===== config.mk =====
export PLATFORM = sky130hd
export DESIGN_NAME = xml_entity_unescape_core_flat
export DESIGN_NICKNAME = d
export VERILOG_FILES = /design/src/rtl/xec_pkg.sv /design/src/rtl/xec_in_if.sv /design/src/rtl/xec_out_if.sv /design/src/rtl/xec_front.sv /design/src/rtl/xec_ofifo.sv /design/src/rtl/xec_back.sv /design/src/rtl/xml_entity_unescape_core.sv /design/src/flat_wrapper.sv
export VERILOG_INCLUDE_DIRS = /design/src /design/src/rtl
export SDC_FILE = /design/constraint.sdc
export NUM_CORES = 1
export LEC_CHECK = 0
export BUFFER_PORTS_ARGS = -buffer_cell sky130_fd_sc_hd__buf_2
export CAP_MARGIN = 15
export CORE_ASPECT_RATIO = 1.5
export CORE_MARGIN = 2
export CORE_UTILIZATION = 35
export CTS_CLUSTER_DIAMETER = 80
export DETAILED_ROUTE_END_ITERATION = 16
export PLACE_DENSITY = 0.52
export SLEW_MARGIN = 5
export SYNTH_ARGS = -nofsm -noshare
export SYNTH_HDL_FRONTEND = slang
export SYNTH_HIERARCHICAL = 1
export SYNTH_SLANG_ARGS = --single-unit

===== constraint.sdc =====
create_clock -name clk -period 7.05 [get_ports clk]
set_input_delay 1.41 -clock clk [delete_from_list [all_inputs] [get_ports clk]]
set_output_delay 1.41 -clock clk [all_outputs]
set_load 0.1 [all_outputs]

===== src/rtl/xml_entity_unescape_core_assert.svh =====
// Assertion macros used by the entity decoder's back end (xec_back).
`ifndef XML_ENTITY_UNESCAPE_CORE_ASSERT_SVH
`define XML_ENTITY_UNESCAPE_CORE_ASSERT_SVH

// Checked at every clock edge outside reset.
`define XEC_ASSERT(lbl, prop, msg) \
    lbl: assert property (@(posedge clk) disable iff (!rst_n) (prop)) else $error(msg);

// Checked at every clock edge, reset included.
`define XEC_ASSERT_ALWAYS(lbl, prop, msg) \
    lbl: assert property (@(posedge clk) (prop)) else $error(msg);

`endif


===== src/rtl/xec_pkg.sv =====
`default_nettype none
package xec_pkg;

    localparam int WINDOW  = 12;
    localparam int MAX_RES = WINDOW + 1;
    localparam int CNT_W   = $clog2(WINDOW);
    localparam int LEN_W   = $clog2(WINDOW + 1);
    localparam int EM_W    = $clog2(WINDOW + 2);
    localparam int OC_W    = $clog2(MAX_RES + 1);

    localparam logic [7:0] CH_AMP  = 8'h26;
    localparam logic [7:0] CH_SEMI = 8'h3B;
    localparam logic [7:0] CH_LT   = 8'h3C;
    localparam logic [7:0] CH_GT   = 8'h3E;
    localparam logic [7:0] CH_QUOT = 8'h22;
    localparam logic [7:0] CH_APOS = 8'h27;
    localparam logic [7:0] CH_HASH = 8'h23;
    localparam logic [7:0] CH_LA   = 8'h61;
    localparam logic [7:0] CH_LM   = 8'h6D;
    localparam logic [7:0] CH_LP   = 8'h70;
    localparam logic [7:0] CH_LL   = 8'h6C;
    localparam logic [7:0] CH_LT_T = 8'h74;
    localparam logic [7:0] CH_LG   = 8'h67;
    localparam logic [7:0] CH_LQ   = 8'h71;
    localparam logic [7:0] CH_LU   = 8'h75;
    localparam logic [7:0] CH_LO   = 8'h6F;
    localparam logic [7:0] CH_LS   = 8'h73;
    localparam logic [7:0] CH_LX   = 8'h78;
    localparam logic [7:0] CH_UX   = 8'h58;

    localparam logic [20:0] CP_SAT  = 21'h110000;
    localparam logic [20:0] CP_MAX  = 21'h10FFFF;
    localparam logic [20:0] SURR_LO = 21'h00D800;
    localparam logic [20:0] SURR_HI = 21'h00DFFF;

    typedef struct packed {
        logic [7:0] text_byte;
        logic       text_end;
    } in_item_t;

    typedef struct packed {
        logic [7:0] plain_byte;
        logic       run_last;
    } out_item_t;

    typedef struct packed {
        logic      valid;
        out_item_t item;
    } push_t;

    // Returns {is_digit, value} for a decimal or hex digit.
    function automatic logic [4:0] digit_val(input logic [7:0] c, input logic hex);
        logic [4:0] r;
        r = 5'd0;
        if (c >= 8'h30 && c <= 8'h39) begin
            r = {1'b1, 4'(c - 8'h30)};
        end else if (hex && c >= 8'h61 && c <= 8'h66) begin
            r = {1'b1, 4'(c - 8'h57)};
        end else if (hex && c >= 8'h41 && c <= 8'h46) begin
            r = {1'b1, 4'(c - 8'h37)};
        end
        return r;
    endfunction

endpackage
`default_nettype wire


===== src/rtl/xec_in_if.sv =====
`default_nettype none
interface xec_in_if;
    logic       valid;
    logic       ready;
    logic [7:0] text_byte;
    logic       text_end;

    modport source (output valid, output text_byte, output text_end, input ready);
    modport sink (input valid, input text_byte, input text_end, output ready);
endinterface
`default_nettype wire


===== src/rtl/xec_out_if.sv =====
`default_nettype none
interface xec_out_if;
    logic       valid;
    logic       ready;
    logic [7:0] plain_byte;
    logic       run_last;

    modport source (output valid, output plain_byte, output run_last, input ready);
    modport sink (input valid, input plain_byte, input run_last, output ready);
endinterface
`default_nettype wire


===== src/rtl/xec_front.sv =====
`default_nettype none
module xec_front (
    input  wire logic            clk,
    input  wire logic            rst_n,
    xec_in_if.sink               text_in,
    output      xec_pkg::in_item_t item,
    output      logic            item_valid,
    input  wire logic            item_pop
);
    import xec_pkg::*;

    in_item_t   slot_reg [2];
    logic       wr_ptr_reg, wr_ptr_next;
    logic       rd_ptr_reg, rd_ptr_next;
    logic [1:0] cnt_reg, cnt_next;
    logic       push;
    logic       pop;

    // Two-entry queue that decouples the input channel from the engine.
    assign text_in.ready = (cnt_reg != 2'd2);
    assign push          = text_in.valid && text_in.ready;
    assign item_valid    = (cnt_reg != 2'd0);
    assign pop           = item_pop && item_valid;
    assign item          = slot_reg[rd_ptr_reg];

    always_comb
    begin
        wr_ptr_next = push ? ~wr_ptr_reg : wr_ptr_reg;
        rd_ptr_next = pop ? ~rd_ptr_reg : rd_ptr_reg;
        cnt_next    = cnt_reg + 2'(push) - 2'(pop);
    end

    always_ff @(posedge clk or negedge rst_n)
    begin
        if (!rst_n)
        begin
            wr_ptr_reg <= 1'b0;
            rd_ptr_reg <= 1'b0;
            cnt_reg    <= 2'd0;
        end
        else
        begin
            wr_ptr_reg <= wr_ptr_next;
            rd_ptr_reg <= rd_ptr_next;
            cnt_reg    <= cnt_next;
        end
    end

    // Payload slots carry no reset.
    always_ff @(posedge clk)
    begin
        if (push)
        begin
            slot_reg[wr_ptr_reg] <= '{text_byte: text_in.text_byte, text_end: text_in.text_end};
        end
    end

endmodule
`default_nettype wire


===== src/rtl/xec_ofifo.sv =====
`default_nettype none
module xec_ofifo (
    input  wire logic        clk,
    input  wire logic        rst_n,
    input  wire xec_pkg::push_t push,
    output      logic        space,
    xec_out_if.source        plain_out
);
    import xec_pkg::*;

    out_item_t  slot_reg [2];
    logic       wr_ptr_reg, wr_ptr_next;
    logic       rd_ptr_reg, rd_ptr_next;
    logic [1:0] cnt_reg, cnt_next;
    logic       wr;
    logic       rd;

    // Output queue: results wait here while the receiver stalls.
    assign space                = (cnt_reg != 2'd2);
    assign wr                   = push.valid && space;
    assign plain_out.valid      = (cnt_reg != 2'd0);
    assign plain_out.plain_byte = slot_reg[rd_ptr_reg].plain_byte;
    assign plain_out.run_last   = slot_reg[rd_ptr_reg].run_last;
    assign rd                   = plain_out.valid && plain_out.ready;

    always_comb
    begin
        wr_ptr_next = wr ? ~wr_ptr_reg : wr_ptr_reg;
        rd_ptr_next = rd ? ~rd_ptr_reg : rd_ptr_reg;
        cnt_next    = cnt_reg + 2'(wr) - 2'(rd);
    end

    always_ff @(posedge clk or negedge rst_n)
    begin
        if (!rst_n)
        begin
            wr_ptr_reg <= 1'b0;
            rd_ptr_reg <= 1'b0;
            cnt_reg    <= 2'd0;
        end
        else
        begin
            wr_ptr_reg <= wr_ptr_next;
            rd_ptr_reg <= rd_ptr_next;
            cnt_reg    <= cnt_next;
        end
    end

    always_ff @(posedge clk)
    begin
        if (wr)
        begin
            slot_reg[wr_ptr_reg] <= push.item;
        end
    end

endmodule
`default_nettype wire


===== src/rtl/xec_back.sv =====
`default_nettype none
`include "xml_entity_unescape_core_assert.svh"
module xec_back (
    input  wire logic              clk,
    input  wire logic              rst_n,
    input  wire xec_pkg::in_item_t item,
    input  wire logic              item_valid,
    output      logic              item_pop,
    input  wire logic              out_space,
    output      xec_pkg::push_t    push
);
    import xec_pkg::*;

    // Scan queue, entity hold buffer and step control.
    logic [7:0]       pq_reg [WINDOW];
    logic [7:0]       pq_next [WINDOW];
    logic [LEN_W-1:0] pq_len_reg, pq_len_next;
    logic [7:0]       held_reg [WINDOW];
    logic [7:0]       held_next [WINDOW];
    logic [CNT_W-1:0] cnt_reg, cnt_next;
    logic             in_ent_reg, in_ent_next;
    logic             end_reg, end_next;
    logic             busy_reg, busy_next;

    // Running digit parse of the held bytes.
    logic             hex_reg, hex_next;
    logic             dig_reg, dig_next;
    logic             stop_reg, stop_next;
    logic [20:0]      val_reg, val_next;

    // Resolved sequence being emitted.
    logic             em_act_reg, em_act_next;
    logic             em_lit_reg, em_lit_next;
    logic [EM_W-1:0]  em_idx_reg, em_idx_next;
    logic [EM_W-1:0]  em_len_reg, em_len_next;
    logic [7:0]       em_b_reg [4];
    logic [7:0]       em_b_next [4];
    logic [CNT_W-1:0] lit_n_reg, lit_n_next;

    // Result held back until it is known whether it ends the run.
    logic             pend_v_reg, pend_v_next;
    logic [7:0]       pend_b_reg, pend_b_next;
    logic [OC_W-1:0]  ocnt_reg, ocnt_next;

    logic             emit_req;
    logic [7:0]       emit_byte;
    logic             finish;
    logic [7:0]       head;
    logic [7:0]       lit_byte;
    logic [EM_W-1:0]  idx_m1;
    logic             hex_use;
    logic [4:0]       dv;
    logic [24:0]      prod;
    logic             is_amp, is_lt, is_gt, is_quot, is_apos;
    logic             is_num, num_ok;

    assign head   = pq_reg[0];
    assign idx_m1 = em_idx_reg - EM_W'(1);

    // Byte of a literal pass-through at the current emit index.
    always_comb
    begin
        if (em_idx_reg == EM_W'(0))
        begin
            lit_byte = CH_AMP;
        end
        else if (em_idx_reg == EM_W'(lit_n_reg) + EM_W'(1))
        begin
            lit_byte = CH_SEMI;
        end
        else
        begin
            lit_byte = held_reg[idx_m1[CNT_W-1:0]];
        end
    end

    // Name and character reference classification at the closing ';'.
    always_comb
    begin
        is_amp  = (cnt_reg == CNT_W'(3)) && held_reg[0] == CH_LA && held_reg[1] == CH_LM
                  && held_reg[2] == CH_LP;
        is_lt   = (cnt_reg == CNT_W'(2)) && held_reg[0] == CH_LL && held_reg[1] == CH_LT_T;
        is_gt   = (cnt_reg == CNT_W'(2)) && held_reg[0] == CH_LG && held_reg[1] == CH_LT_T;
        is_quot = (cnt_reg == CNT_W'(4)) && held_reg[0] == CH_LQ && held_reg[1] == CH_LU
                  && held_reg[2] == CH_LO && held_reg[3] == CH_LT_T;
        is_apos = (cnt_reg == CNT_W'(4)) && held_reg[0] == CH_LA && held_reg[1] == CH_LP
                  && held_reg[2] == CH_LO && held_reg[3] == CH_LS;
        is_num  = (cnt_reg > CNT_W'(1)) && held_reg[0] == CH_HASH;
        num_ok  = dig_reg && val_reg != 21'd0 && val_reg <= CP_MAX
                  && !(val_reg >= SURR_LO && val_reg <= SURR_HI);
    end

    // Digit accumulation for the byte being held.
    always_comb
    begin
        hex_use = (cnt_reg == CNT_W'(1)) ? (head == CH_LX || head == CH_UX) : hex_reg;
        dv      = digit_val(head, hex_use);
        if (hex_use)
        begin
            prod = {val_reg, 4'd0} + 25'(dv[3:0]);
        end
        else
        begin
            prod = {1'b0, val_reg, 3'd0} + {3'd0, val_reg, 1'b0} + 25'(dv[3:0]);
        end
    end

    always_comb
    begin
        pq_next     = pq_reg;
        pq_len_next = pq_len_reg;
        held_next   = held_reg;
        cnt_next    = cnt_reg;
        in_ent_next = in_ent_reg;
        end_next    = end_reg;
        busy_next   = busy_reg;
        hex_next    = hex_reg;
        dig_next    = dig_reg;
        stop_next   = stop_reg;
        val_next    = val_reg;
        em_act_next = em_act_reg;
        em_lit_next = em_lit_reg;
        em_idx_next = em_idx_reg;
        em_len_next = em_len_reg;
        em_b_next   = em_b_reg;
        lit_n_next  = lit_n_reg;
        pend_v_next = pend_v_reg;
        pend_b_next = pend_b_reg;
        ocnt_next   = ocnt_reg;
        emit_req    = 1'b0;
        emit_byte   = 8'd0;
        finish      = 1'b0;
        item_pop    = 1'b0;
        push        = '0;

        // The engine advances only while the output queue has room.
        if (out_space)
        begin
            if (!busy_reg)
            begin
                if (item_valid)
                begin
                    item_pop    = 1'b1;
                    pq_next[0]  = item.text_byte;
                    pq_len_next = LEN_W'(1);
                    end_next    = item.text_end;
                    busy_next   = 1'b1;
                end
            end
            else if (em_act_reg)
            begin
                emit_req  = 1'b1;
                emit_byte = em_lit_reg ? lit_byte : em_b_reg[em_idx_reg[1:0]];
                if (em_idx_reg == em_len_reg - EM_W'(1))
                begin
                    em_act_next = 1'b0;
                end
                else
                begin
                    em_idx_next = em_idx_reg + EM_W'(1);
                end
            end
            else if (pq_len_reg != LEN_W'(0))
            begin
                for (int i = 0; i < WINDOW - 1; i++)
                begin
                    pq_next[i] = pq_reg[i + 1];
                end
                pq_len_next = pq_len_reg - LEN_W'(1);
                if (!in_ent_reg)
                begin
                    if (head == CH_AMP)
                    begin
                        in_ent_next = 1'b1;
                        cnt_next    = '0;
                        hex_next    = 1'b0;
                        dig_next    = 1'b0;
                        stop_next   = 1'b0;
                        val_next    = 21'd0;
                    end
                    else
                    begin
                        emit_req  = 1'b1;
                        emit_byte = head;
                    end
                end
                else if (head == CH_SEMI)
                begin
                    // Resolve the held entity into an emit sequence.
                    in_ent_next = 1'b0;
                    cnt_next    = '0;
                    em_act_next = 1'b1;
                    em_idx_next = '0;
                    em_lit_next = 1'b0;
                    lit_n_next  = cnt_reg;
                    em_b_next[1] = {2'b10, val_reg[5:0]};
                    em_b_next[2] = {2'b10, val_reg[5:0]};
                    em_b_next[3] = {2'b10, val_reg[5:0]};
                    if (is_amp || is_lt || is_gt || is_quot || is_apos)
                    begin
                        em_len_next = EM_W'(1);
                        em_b_next[0] = is_amp ? CH_AMP : is_lt ? CH_LT : is_gt ? CH_GT :
                                       is_quot ? CH_QUOT : CH_APOS;
                    end
                    else if (is_num && num_ok)
                    begin
                        if (val_reg < 21'h80)
                        begin
                            em_len_next  = EM_W'(1);
                            em_b_next[0] = val_reg[7:0];
                        end
                        else if (val_reg < 21'h800)
                        begin
                            em_len_next  = EM_W'(2);
                            em_b_next[0] = {3'b110, val_reg[10:6]};
                        end
                        else if (val_reg < 21'h10000)
                        begin
                            em_len_next  = EM_W'(3);
                            em_b_next[0] = {4'b1110, val_reg[15:12]};
                            em_b_next[1] = {2'b10, val_reg[11:6]};
                        end
                        else
                        begin
                            em_len_next  = EM_W'(4);
                            em_b_next[0] = {5'b11110, val_reg[20:18]};
                            em_b_next[1] = {2'b10, val_reg[17:12]};
                            em_b_next[2] = {2'b10, val_reg[11:6]};
                        end
                    end
                    else
                    begin
                        em_lit_next  = 1'b1;
                        em_len_next  = EM_W'(cnt_reg) + EM_W'(2);
                        em_b_next[0] = CH_AMP;
                    end
                end
                else if (cnt_reg < CNT_W'(WINDOW - 1))
                begin
                    // Hold the byte and advance the digit parse.
                    held_next[cnt_reg] = head;
                    cnt_next           = cnt_reg + CNT_W'(1);
                    if (cnt_reg == CNT_W'(1))
                    begin
                        hex_next = hex_use;
                    end
                    if (cnt_reg != CNT_W'(0) && !stop_reg
                        && !(cnt_reg == CNT_W'(1) && hex_use))
                    begin
                        if (dv[4])
                        begin
                            dig_next = 1'b1;
                            val_next = (prod > 25'(CP_SAT)) ? CP_SAT : prod[20:0];
                        end
                        else
                        begin
                            stop_next = 1'b1;
                        end
                    end
                end
                else
                begin
                    // Window overflow: emit '&' and rescan the held bytes.
                    emit_req  = 1'b1;
                    emit_byte = CH_AMP;
                    for (int i = 0; i < WINDOW; i++)
                    begin
                        if (i < int'(cnt_reg))
                        begin
                            pq_next[i] = held_reg[i];
                        end
                        else if (i == int'(cnt_reg))
                        begin
                            pq_next[i] = head;
                        end
                    end
                    pq_len_next = LEN_W'(cnt_reg) + LEN_W'(1);
                    in_ent_next = 1'b0;
                    cnt_next    = '0;
                end
            end
            else if (end_reg && in_ent_reg)
            begin
                // End of text with an open entity: release it and rescan.
                emit_req  = 1'b1;
                emit_byte = CH_AMP;
                for (int i = 0; i < WINDOW; i++)
                begin
                    pq_next[i] = held_reg[i];
                end
                pq_len_next = LEN_W'(cnt_reg);
                in_ent_next = 1'b0;
                cnt_next    = '0;
            end
            else
            begin
                finish    = 1'b1;
                busy_next = 1'b0;
                ocnt_next = '0;
            end

            // Results beyond the per-transaction limit are dropped.
            if (emit_req && ocnt_reg < OC_W'(MAX_RES))
            begin
                ocnt_next = ocnt_reg + OC_W'(1);
                if (pend_v_reg)
                begin
                    push.valid           = 1'b1;
                    push.item.plain_byte = pend_b_reg;
                    push.item.run_last   = 1'b0;
                end
                pend_v_next = 1'b1;
                pend_b_next = emit_byte;
            end
            else if (finish && pend_v_reg)
            begin
                push.valid           = 1'b1;
                push.item.plain_byte = pend_b_reg;
                push.item.run_last   = 1'b1;
                pend_v_next          = 1'b0;
            end
        end
    end

    always_ff @(posedge clk or negedge rst_n)
    begin
        if (!rst_n)
        begin
            pq_len_reg <= '0;
            cnt_reg    <= '0;
            in_ent_reg <= 1'b0;
            end_reg    <= 1'b0;
            busy_reg   <= 1'b0;
            em_act_reg <= 1'b0;
            pend_v_reg <= 1'b0;
            ocnt_reg   <= '0;
        end
        else
        begin
            pq_len_reg <= pq_len_next;
            cnt_reg    <= cnt_next;
            in_ent_reg <= in_ent_next;
            end_reg    <= end_next;
            busy_reg   <= busy_next;
            em_act_reg <= em_act_next;
            pend_v_reg <= pend_v_next;
            ocnt_reg   <= ocnt_next;
        end
    end

    // Payload and datapath registers carry no reset.
    always_ff @(posedge clk)
    begin
        pq_reg      <= pq_next;
        held_reg    <= held_next;
        hex_reg     <= hex_next;
        dig_reg     <= dig_next;
        stop_reg    <= stop_next;
        val_reg     <= val_next;
        em_lit_reg  <= em_lit_next;
        em_idx_reg  <= em_idx_next;
        em_len_reg  <= em_len_next;
        em_b_reg    <= em_b_next;
        lit_n_reg   <= lit_n_next;
        pend_b_reg  <= pend_b_next;
    end

    `XEC_ASSERT(a_idle_no_hold, (!in_ent_reg) |-> (cnt_reg == '0), "bytes held outside entity")
    `XEC_ASSERT(a_push_space, push.valid |-> out_space, "push into full output queue")
    `XEC_ASSERT(a_emit_closed, em_act_reg |-> !in_ent_reg, "entity open while emitting")

endmodule
`default_nettype wire


===== src/rtl/xml_entity_unescape_core.sv =====
// XML entity and character reference decoder.
// text_in carries one raw byte per transaction with text_end marking the
// last byte of a text; plain_out carries unescaped bytes, and run_last marks
// the last result byte caused by one input transaction (an input that only
// opens or extends an entity gives no result).
// A two-entry input queue feeds the decoding engine, which works on one input
// transaction at a time in steps: it loads the transaction, scans each byte,
// emits each result of a resolved entity in turn and then closes the run.
// On a window overflow the held bytes and the overflowing byte are all
// scanned again; end of text with an open entity releases the '&' and
// rescans the held bytes.
// Results pass through a two-entry output queue; while the receiver stalls
// and that queue is full the engine holds, and once the input queue is full
// text_in.ready falls. Nothing is lost.
// Reset (rst_n low, asynchronous) empties both queues and closes any open
// entity; the hold buffer needs no clearing.
`default_nettype none
module xml_entity_unescape_core (
    input  wire logic clk,
    input  wire logic rst_n,
    xec_in_if.sink    text_in,
    xec_out_if.source plain_out
);
    import xec_pkg::*;

    in_item_t item;
    logic     item_valid;
    logic     item_pop;
    logic     out_space;
    push_t    push;

    xec_front u_front (
        .clk        (clk),
        .rst_n      (rst_n),
        .text_in    (text_in),
        .item       (item),
        .item_valid (item_valid),
        .item_pop   (item_pop)
    );

    xec_back u_back (
        .clk        (clk),
        .rst_n      (rst_n),
        .item       (item),
        .item_valid (item_valid),
        .item_pop   (item_pop),
        .out_space  (out_space),
        .push       (push)
    );

    xec_ofifo u_ofifo (
        .clk       (clk),
        .rst_n     (rst_n),
        .push      (push),
        .space     (out_space),
        .plain_out (plain_out)
    );

endmodule
`default_nettype wire

===== src/flat_wrapper.sv =====
// flat-port wrapper written by rule: the top's interface ports become plain ports
module xml_entity_unescape_core_flat import xec_pkg::*;
  (clk, rst_n, text_in_valid, text_in_text_byte, text_in_text_end, text_in_ready, plain_out_valid, plain_out_plain_byte, plain_out_run_last, plain_out_ready);
  xec_in_if text_in_i ();
  xec_out_if plain_out_i ();
  input  wire logic clk;
  input  wire logic rst_n;
  input wire logic [$bits(text_in_i.valid)-1:0] text_in_valid;
  input wire logic [$bits(text_in_i.text_byte)-1:0] text_in_text_byte;
  input wire logic [$bits(text_in_i.text_end)-1:0] text_in_text_end;
  output wire logic [$bits(text_in_i.ready)-1:0] text_in_ready;
  output wire logic [$bits(plain_out_i.valid)-1:0] plain_out_valid;
  output wire logic [$bits(plain_out_i.plain_byte)-1:0] plain_out_plain_byte;
  output wire logic [$bits(plain_out_i.run_last)-1:0] plain_out_run_last;
  input wire logic [$bits(plain_out_i.ready)-1:0] plain_out_ready;
  assign text_in_i.valid = text_in_valid;
  assign text_in_i.text_byte = text_in_text_byte;
  assign text_in_i.text_end = text_in_text_end;
  assign text_in_ready = text_in_i.ready;
  assign plain_out_valid = plain_out_i.valid;
  assign plain_out_plain_byte = plain_out_i.plain_byte;
  assign plain_out_run_last = plain_out_i.run_last;
  assign plain_out_i.ready = plain_out_ready;
  xml_entity_unescape_core u_core (.clk(clk), .rst_n(rst_n), .text_in(text_in_i), .plain_out(plain_out_i));
endmodule

==> results of run 1 <==
-- stage by stage --
step | worst slack, ns | cells | hold slack [ns]
after floorplan | 1.76 | 1313 | 0.440
after global placement | 1.07 | 1895 | 0.475
after detailed placement | 0.990 | 1895 | 0.480
after CTS | 0.937 | 1949 | 0.493
after global routing | 0.392 | 1949 | 0.507
final | 0.924 | 1949 | 0.493
-- logic make-up (layout without fill, tap and decap cells) --
| kind of cell | after synthesis | count (layout) | synth area share |
|---|---|---|---|
| XOR/XNOR | 44 | 44 | 0.0231 |
| AO/OA/AOI/OAI | 253 | 253 | 0.0962 |
| adder cells (fa/ha/maj) | 66 | 66 | 0.0504 |
| multiplexers | 142 | 142 | 0.114 |
| other | 1 | 8 | 0.000225 |
| AND/OR/NAND/NOR | 360 | 360 | 0.112 |
| flip-flops | 324 | 324 | 0.575 |
| buffers and inverters | 116 | 152 | 0.0284 |
-- power groups by stage --
stage | Clock (W) | Sequential, W | Combinational, W
after floorplan | 0 | 0.00318 | 0.00189
after global placement | 0 | 0.00329 | 0.00253
after detailed placement | 0 | 0.00331 | 0.00256
after CTS | 0.00157 | 0.00327 | 0.00257
after global routing | 0.00164 | 0.00332 | 0.00276
final | 0.00153 | 0.00326 | 0.00253
-- layout make-up --
cell class | count | area [µm²] | area share
clock buffers | 32 | 737 | 0.0400
clock inverters | 22 | 173 | 0.00938
inverters | 53 | 200 | 0.0109
multi-input cells | 873 | 6670 | 0.362
flip-flops and latches | 324 | 9600 | 0.522
well taps | 600 | 751 | 0.0408
repair buffers | 45 | 280 | 0.0152
-- synthesized netlist by cell type (22+ instances only) --
master / n
edfxtp_1: 299
nand2_1: 107
a21oi_1: 87
mux2_2: 82
nor2_1: 68
ha_1: 64
o21ai_0: 55
inv_1: 53
clkbuf_1: 50
mux4_2: 30
xnor2_1: 27
dfrtp_1: 25
nor3_1: 25
and3_1: 22
-- layer usage --
metal | share of wire | vias up | wire [µm] | global-route usage
li1 | - | 5006 | - | -
met1 | 0.38 | 5373 | 16800 | 0.206
met2 | 0.55 | 246 | 24400 | 0.347
met3 | 0.033 | 84 | 1480 | 0.0140
met4 | 0.036 | 0 | 1600 | 0.0677
met5 | 0 | - | 0 | 0
-- final timing paths --
path                            cells past startpoint                         to                      start  slack [ns]
worst max-delay path                               20   u_core/u_back/val_reg[3]   u_core/u_back/cnt_reg[2]        0.92
worst min-delay path                                1  u_core/u_front/wr_ptr_reg  u_core/u_front/wr_ptr_reg        0.49
worst max register to register                     20   u_core/u_back/val_reg[3]   u_core/u_back/cnt_reg[2]        0.92
worst min register to register                      1  u_core/u_front/wr_ptr_reg  u_core/u_front/wr_ptr_reg        0.49
max in group asynchronous                           1   u_core/u_back/em_act_reg                      rst_n        5.75
min in group asynchronous                           1   u_core/u_back/cnt_reg[2]                      rst_n        0.87
==> flow_summary_export.csv, run 1 <==
group,metric,value,unit
place,gp_congestion,0.894,
clocking,post-cts-setup-buffers,0,
die,core-area,47500,µm²
logic_synthesis,synth.area.top_cells,"edfxtp_1, mux2_2, ha_1",
clocking,cts.sinks,324,
worst_setup_path,worstPathRequired,7.43,ns
clocking,root_buffer,"clkbuf_16",
cells_and_area,final_common_cell,"edfxtp_1",
worst_setup_path,path_cells,"inv_1 -> ha_1 -> nand3b_4 -> or4_4 -> o21ai_0 -> and3_1 -> a21o_1 -> a22o_1 -> ha_1 -> ha_1 -> fa_1 -> a211oi_1 -> o31ai_1 -> buf_4 -> a21oi_1 -> o41ai_2 -> a222oi_1 -> o211ai_1 -> or3b_1 -> a2111oi_4",
global_routing,track_usage,0.180,
cells_and_area,fillers,4464,
timing,finalSetupTns,0,ns
pwr,power,0.00732,W
routing,dr.first_iter.drc_count,744,
pwr,p_int,0.00460,W
logic_synthesis,synth_top_area_share,0.538,
place,portBuffers,23,
clocking,cts_hold_buf,0,
worst_hold_path,hold_class,"reg -> reg",
timing,setup_viol_count_final,0,
die,die_w,182,µm
global_routing,grt_first_pass_wirelength,68100,µm
pwr,power-per-cell-area,398,nW/µm²
pwr,swShare,0.372,
place,place_area,17500,µm²
logic_synthesis,synth_top_area_cell,"edfxtp_1",
logic_synthesis,synth-edff-count,299,
global_routing,grt_overflow,0,
timing,rsz0062_at_grt,"no",
global_routing,grt_max_degree,50,
pwr,p_switching,0.00273,W
logic_synthesis,async_flop_share,0.0772,
timing,finalCriticalPeriod,6.13,ns
routing,dr.pass1.iters,5,
cells_and_area,design_area,18400,µm²
global_routing,antenna_found_initial,0,
pwr,irDropWorstVdd,0.229,mV
cells_and_area,utilization,0.388,
timing,slew_viol_final,0,
logic_synthesis,synth.avg_cell_area,12.8,µm²
worst_setup_path,crit_path_end_kind,"register",
logic_synthesis,seq_area_frac_synth,0.575,
cells_and_area,layout_common_cells,"edfxtp_1, nand2_1, a21oi_1",
clocking,cts-resized-gates,0,
logic_synthesis,synth_cell_types,79,
cells_and_area,diodes,0,
die,initial_core_util,0.352,
timing,worst_pin_slew,1.07,ns
outcome,status,"finished, final reports clean",
worst_setup_path,cp-start-kind,"register",
clocking,clkTransAtPathRegs,0.07,ns
cells_and_area,drive_above_1_share,0.175,
timing,period_share,0.869,
worst_setup_path,critPathMaxFanout,17,
pwr,pwr-share-clk,0.209,
die,die-area,49500,µm²
routing,wirelength,44300,µm
routing,vias,10709,
routing,via_per_inst,5.49,
cells_and_area,area_delta_synth_final,10.3,%
place,dp_hpwl,32000,µm
cells_and_area,largest_reg_flops,96,
timing,finalHoldViolCount,0,
cells_and_area,nets,1405,
clocking,clk_latency,0.58,ns
job,cap_viol_max_count,0,
worst_setup_path,max_stage_delay,0.76,ns
clocking,cts_tree,"yes",
routing,drc_errors,0,
logic_synthesis,synthesis.instances,1306,
pwr,comb_power_share,0.345,
worst_setup_path,crit_type,"reg -> reg",
routing,wl_per_cell,22.7,µm
pwr,p_seq_frac,0.445,
die,rows,98,
die,num_io_pins,24,
logic_synthesis,ys.flop_type,"edfxtp_1",
clocking,cts_buffer_depth,3,
logic_synthesis,ys_warn_count,6,
routing,antenna_left,0,
timing,worst_clock_skew,0.0281,ns
worst_setup_path,cp_top_family,"compound AO/OA/AOI/OAI gates",
logic_synthesis,synthesis.area,16700,µm²
clocking,cts_buffers,29,
worst_setup_path,crit_buf_inv,2,
clocking,htreeDepth,1,
global_routing,grt_pass1_vias,11235,
worst_setup_path,cp_slowest_cell,"or3b_1",
timing,relSlewSlack,0.290,
die,die_y,272,µm
worst_setup_path,worstPathArrival,6.51,ns
worst_setup_path,cp_common_cell,"ha_1",
timing,maxClockFrequency,163,MHz
logic_synthesis,ys_ff_latch,324,
pwr,leakage,6.73,nW
Note: power is estimated with default switching activity, not from simulation.
==> inputs of run 2 (changes only) <==
--- a/config.mk
+++ b/config.mk
@@ -13,7 +13,7 @@
 export CORE_UTILIZATION = 35
 export CTS_CLUSTER_DIAMETER = 80
 export DETAILED_ROUTE_END_ITERATION = 16
-export PLACE_DENSITY = 0.52
+export PLACE_DENSITY = 0.54
 export SLEW_MARGIN = 5
 export SYNTH_ARGS = -nofsm -noshare
 export SYNTH_HDL_FRONTEND = slang
==> constraint.sdc (replaced) <==
create_clock -name clk -period 5.4 [get_ports clk]
set_input_delay 1.08 -clock clk [delete_from_list [all_inputs] [get_ports clk]]
set_output_delay 1.08 -clock clk [all_outputs]
set_load 0.1 [all_outputs]
==> run 2 against run 1 <==
Net effect: critical path depth rose by 2; sequential share of layout area is 0.73 points lower; hold slack better by 0.0044 ns; sequential power up 29%; register-to-register slack worse by 0.70 ns; clock power grew 39%; setup slack lost 0.70 ns; via count increased by 1.6%; combinational power up 39%; largest power group unchanged; highest routed layer unchanged.
==> flow_summary_export.csv, run 2 (synthesis results as in run 1) <==
group,metric,value,unit
routing,antenna_left,0,
place,dp_cells,1913,
cells_and_area,nets,1426,
pwr,irDropWorstVdd,0.322,mV
place,gp_congestion,0.905,
worst_setup_path,critPathMaxFanout,10,
worst_setup_path,worstPathRequired,5.79,ns
die,core-area,47500,µm²
timing,finalHoldViolCount,0,
timing,worst_clock_skew,0.0218,ns
timing,slew_viol_final,0,
routing,wirelength,45200,µm
timing,setup_viol_count_final,0,
pwr,power-per-cell-area,527,nW/µm²
die,rows,98,
die,die_w,182,µm
timing,worst_pin_slew,1.07,ns
timing,relSlewSlack,0.279,
routing,dr.first_iter.drc_count,793,
clocking,clk_latency,0.57,ns
job,cap_viol_max_count,0,
clocking,htreeDepth,1,
global_routing,grt_first_pass_wirelength,69200,µm
die,num_io_pins,24,
cells_and_area,multi_input_area,6710,µm²
global_routing,track_usage,0.183,
cells_and_area,layout_common_cells,"edfxtp_1, nand2_1, a21oi_1",
outcome,status,"finished, final reports clean",
worst_setup_path,crit_path_end_kind,"register",
clocking,cts.sinks,324,
cells_and_area,fillers,4421,
timing,rsz0062_at_grt,"yes",
cells_and_area,drive_above_1_share,0.191,
global_routing,grt_overflow,0,
routing,vias,10885,
timing,period_share,0.959,
cells_and_area,final_common_cell,"edfxtp_1",
worst_setup_path,cp-start-kind,"register",
die,die_y,272,µm
clocking,cts_tree,"yes",
routing,wl_per_cell,23.0,µm
die,initial_core_util,0.352,
worst_setup_path,cp_slowest_cell,"or4_4",
timing,maxClockFrequency,193,MHz
place,dp_worst_setup_slack,-0.0734,ns
cells_and_area,diodes,0,
clocking,cts_buffers,29,
worst_setup_path,cp_top_family,"simple AND/OR/NAND/NOR gates",
worst_setup_path,crit_buf_inv,3,
timing,fin_ws,0.222,ns
cells_and_area,utilization,0.394,
clocking,cts_hold_buf,0,
clocking,clkTransAtPathRegs,0.07,ns
timing,finalCriticalPeriod,5.18,ns
place,portBuffers,23,
timing,finalSetupTns,0,ns
worst_setup_path,max_stage_delay,0.48,ns
clocking,cts_buffer_depth,3,
place,dp_hpwl,32200,µm
worst_setup_path,worstPathArrival,5.56,ns
worst_setup_path,crit_type,"reg -> reg",
routing,via_per_inst,5.53,
cells_and_area,seqCellArea,9600,µm²
cells_and_area,largest_reg_flops,96,
die,die-area,49500,µm²
routing,drc_errors,0,
pwr,power,0.00984,W
global_routing,antenna_found_initial,0,
cells_and_area,area_delta_synth_final,11.8,%
pwr,leakage,6.86,nW
worst_hold_path,hold_class,"reg -> reg",
routing,dr.pass1.iters,5,
clocking,root_buffer,"clkbuf_16",
cells_and_area,stdcell_count,1969,
global_routing,grt_pass1_vias,11341,
worst_setup_path,path_cells,"inv_1 -> ha_2 -> nand3b_4 -> or4_4 -> o21ai_0 -> and3_4 -> a21o_1 -> a22o_1 -> ha_1 -> ha_1 -> fa_1 -> a211oi_2 -> o31ai_2 -> buf_4 -> a31oi_2 -> o31ai_1 -> xor2_1 -> nor2_1 -> a32oi_1 -> or3b_4 -> buf_4 -> nor3_1",
global_routing,grt_max_degree,92,
## run 2: changes by cell type in the layout (fill, tap and decap cells not counted), moves of 2 or more
cell,change
buf_4,+20
clkbuf_1,+4
clkinv_2,-4
bufinv_16,+3
clkinv_4,-2
## run 2: repair_timing
action                                  CTS  global route
pin swaps                                 0             3
gates resized for setup                   3             8
buffers inserted                          0             2
endpoints found under the setup margin   12            19
## run 2: cell type report
class | count | area share
tap | 600 | 0.0402
multi-input combinational | 873 | 0.359
clock buffer | 37 | 0.0410
inverter | 53 | 0.0107
timing repair buffer | 66 | 0.0241
clock inverter | 16 | 0.0106
sequential | 324 | 0.514
## run 2: metrics by stage
stage	hold slack [ns]	cell area (µm²)
after CTS	0.500	18600
after global routing	0.526	18700
final	0.497	18700
after global placement	0.478	17700
after detailed placement	0.485	17700
after floorplan	0.440	16700
## run 2: final timing paths
check	from	endpoint	slack (ns)	depth (start not counted)
min	u_core/u_front/wr_ptr_reg	u_core/u_front/wr_ptr_reg	0.50	1
min reg2reg	u_core/u_front/wr_ptr_reg	u_core/u_front/wr_ptr_reg	0.50	1
max	u_core/u_back/cnt_reg[1]	u_core/u_back/val_reg[5]	0.22	22
max in group asynchronous	rst_n	u_core/u_back/pq_len_reg[3]	4.40	1
max reg2reg	u_core/u_back/cnt_reg[1]	u_core/u_back/val_reg[5]	0.22	22
min in group asynchronous	rst_n	u_core/u_back/cnt_reg[2]	0.55	1
## run 2: where the power goes
part | switching, W | total, W | internal, W
sequential | 0.000340 | 0.00420 | 0.00386
clock | 0.000924 | 0.00212 | 0.00120
combinational | 0.00236 | 0.00352 | 0.00116
## run 2: worst reg2reg max path: cells and delay by family, from the launching register on
| family | cells | cell delay [ns] |
|---|---|---|
| compound gates | 8 | 1.24 |
| buf+inv | 3 | 0.48 |
| simple gates | 6 | 1.63 |
| flops | 1 | 0.38 |
| fa+ha+maj | 4 | 1.11 |
| xor+xnor | 1 | 0.17 |
## run 2: metal layers
metal / part of all wire / GRT usage / wire (µm) / vias up
met5: 0 / 0 / 0 / -
met4: 0.042 / 0.0787 / 1900 / 0
met3: 0.033 / 0.0140 / 1480 / 89
met2: 0.54 / 0.346 / 24600 / 257
met1: 0.38 / 0.212 / 17300 / 5488
li1: - / - / - / 5051
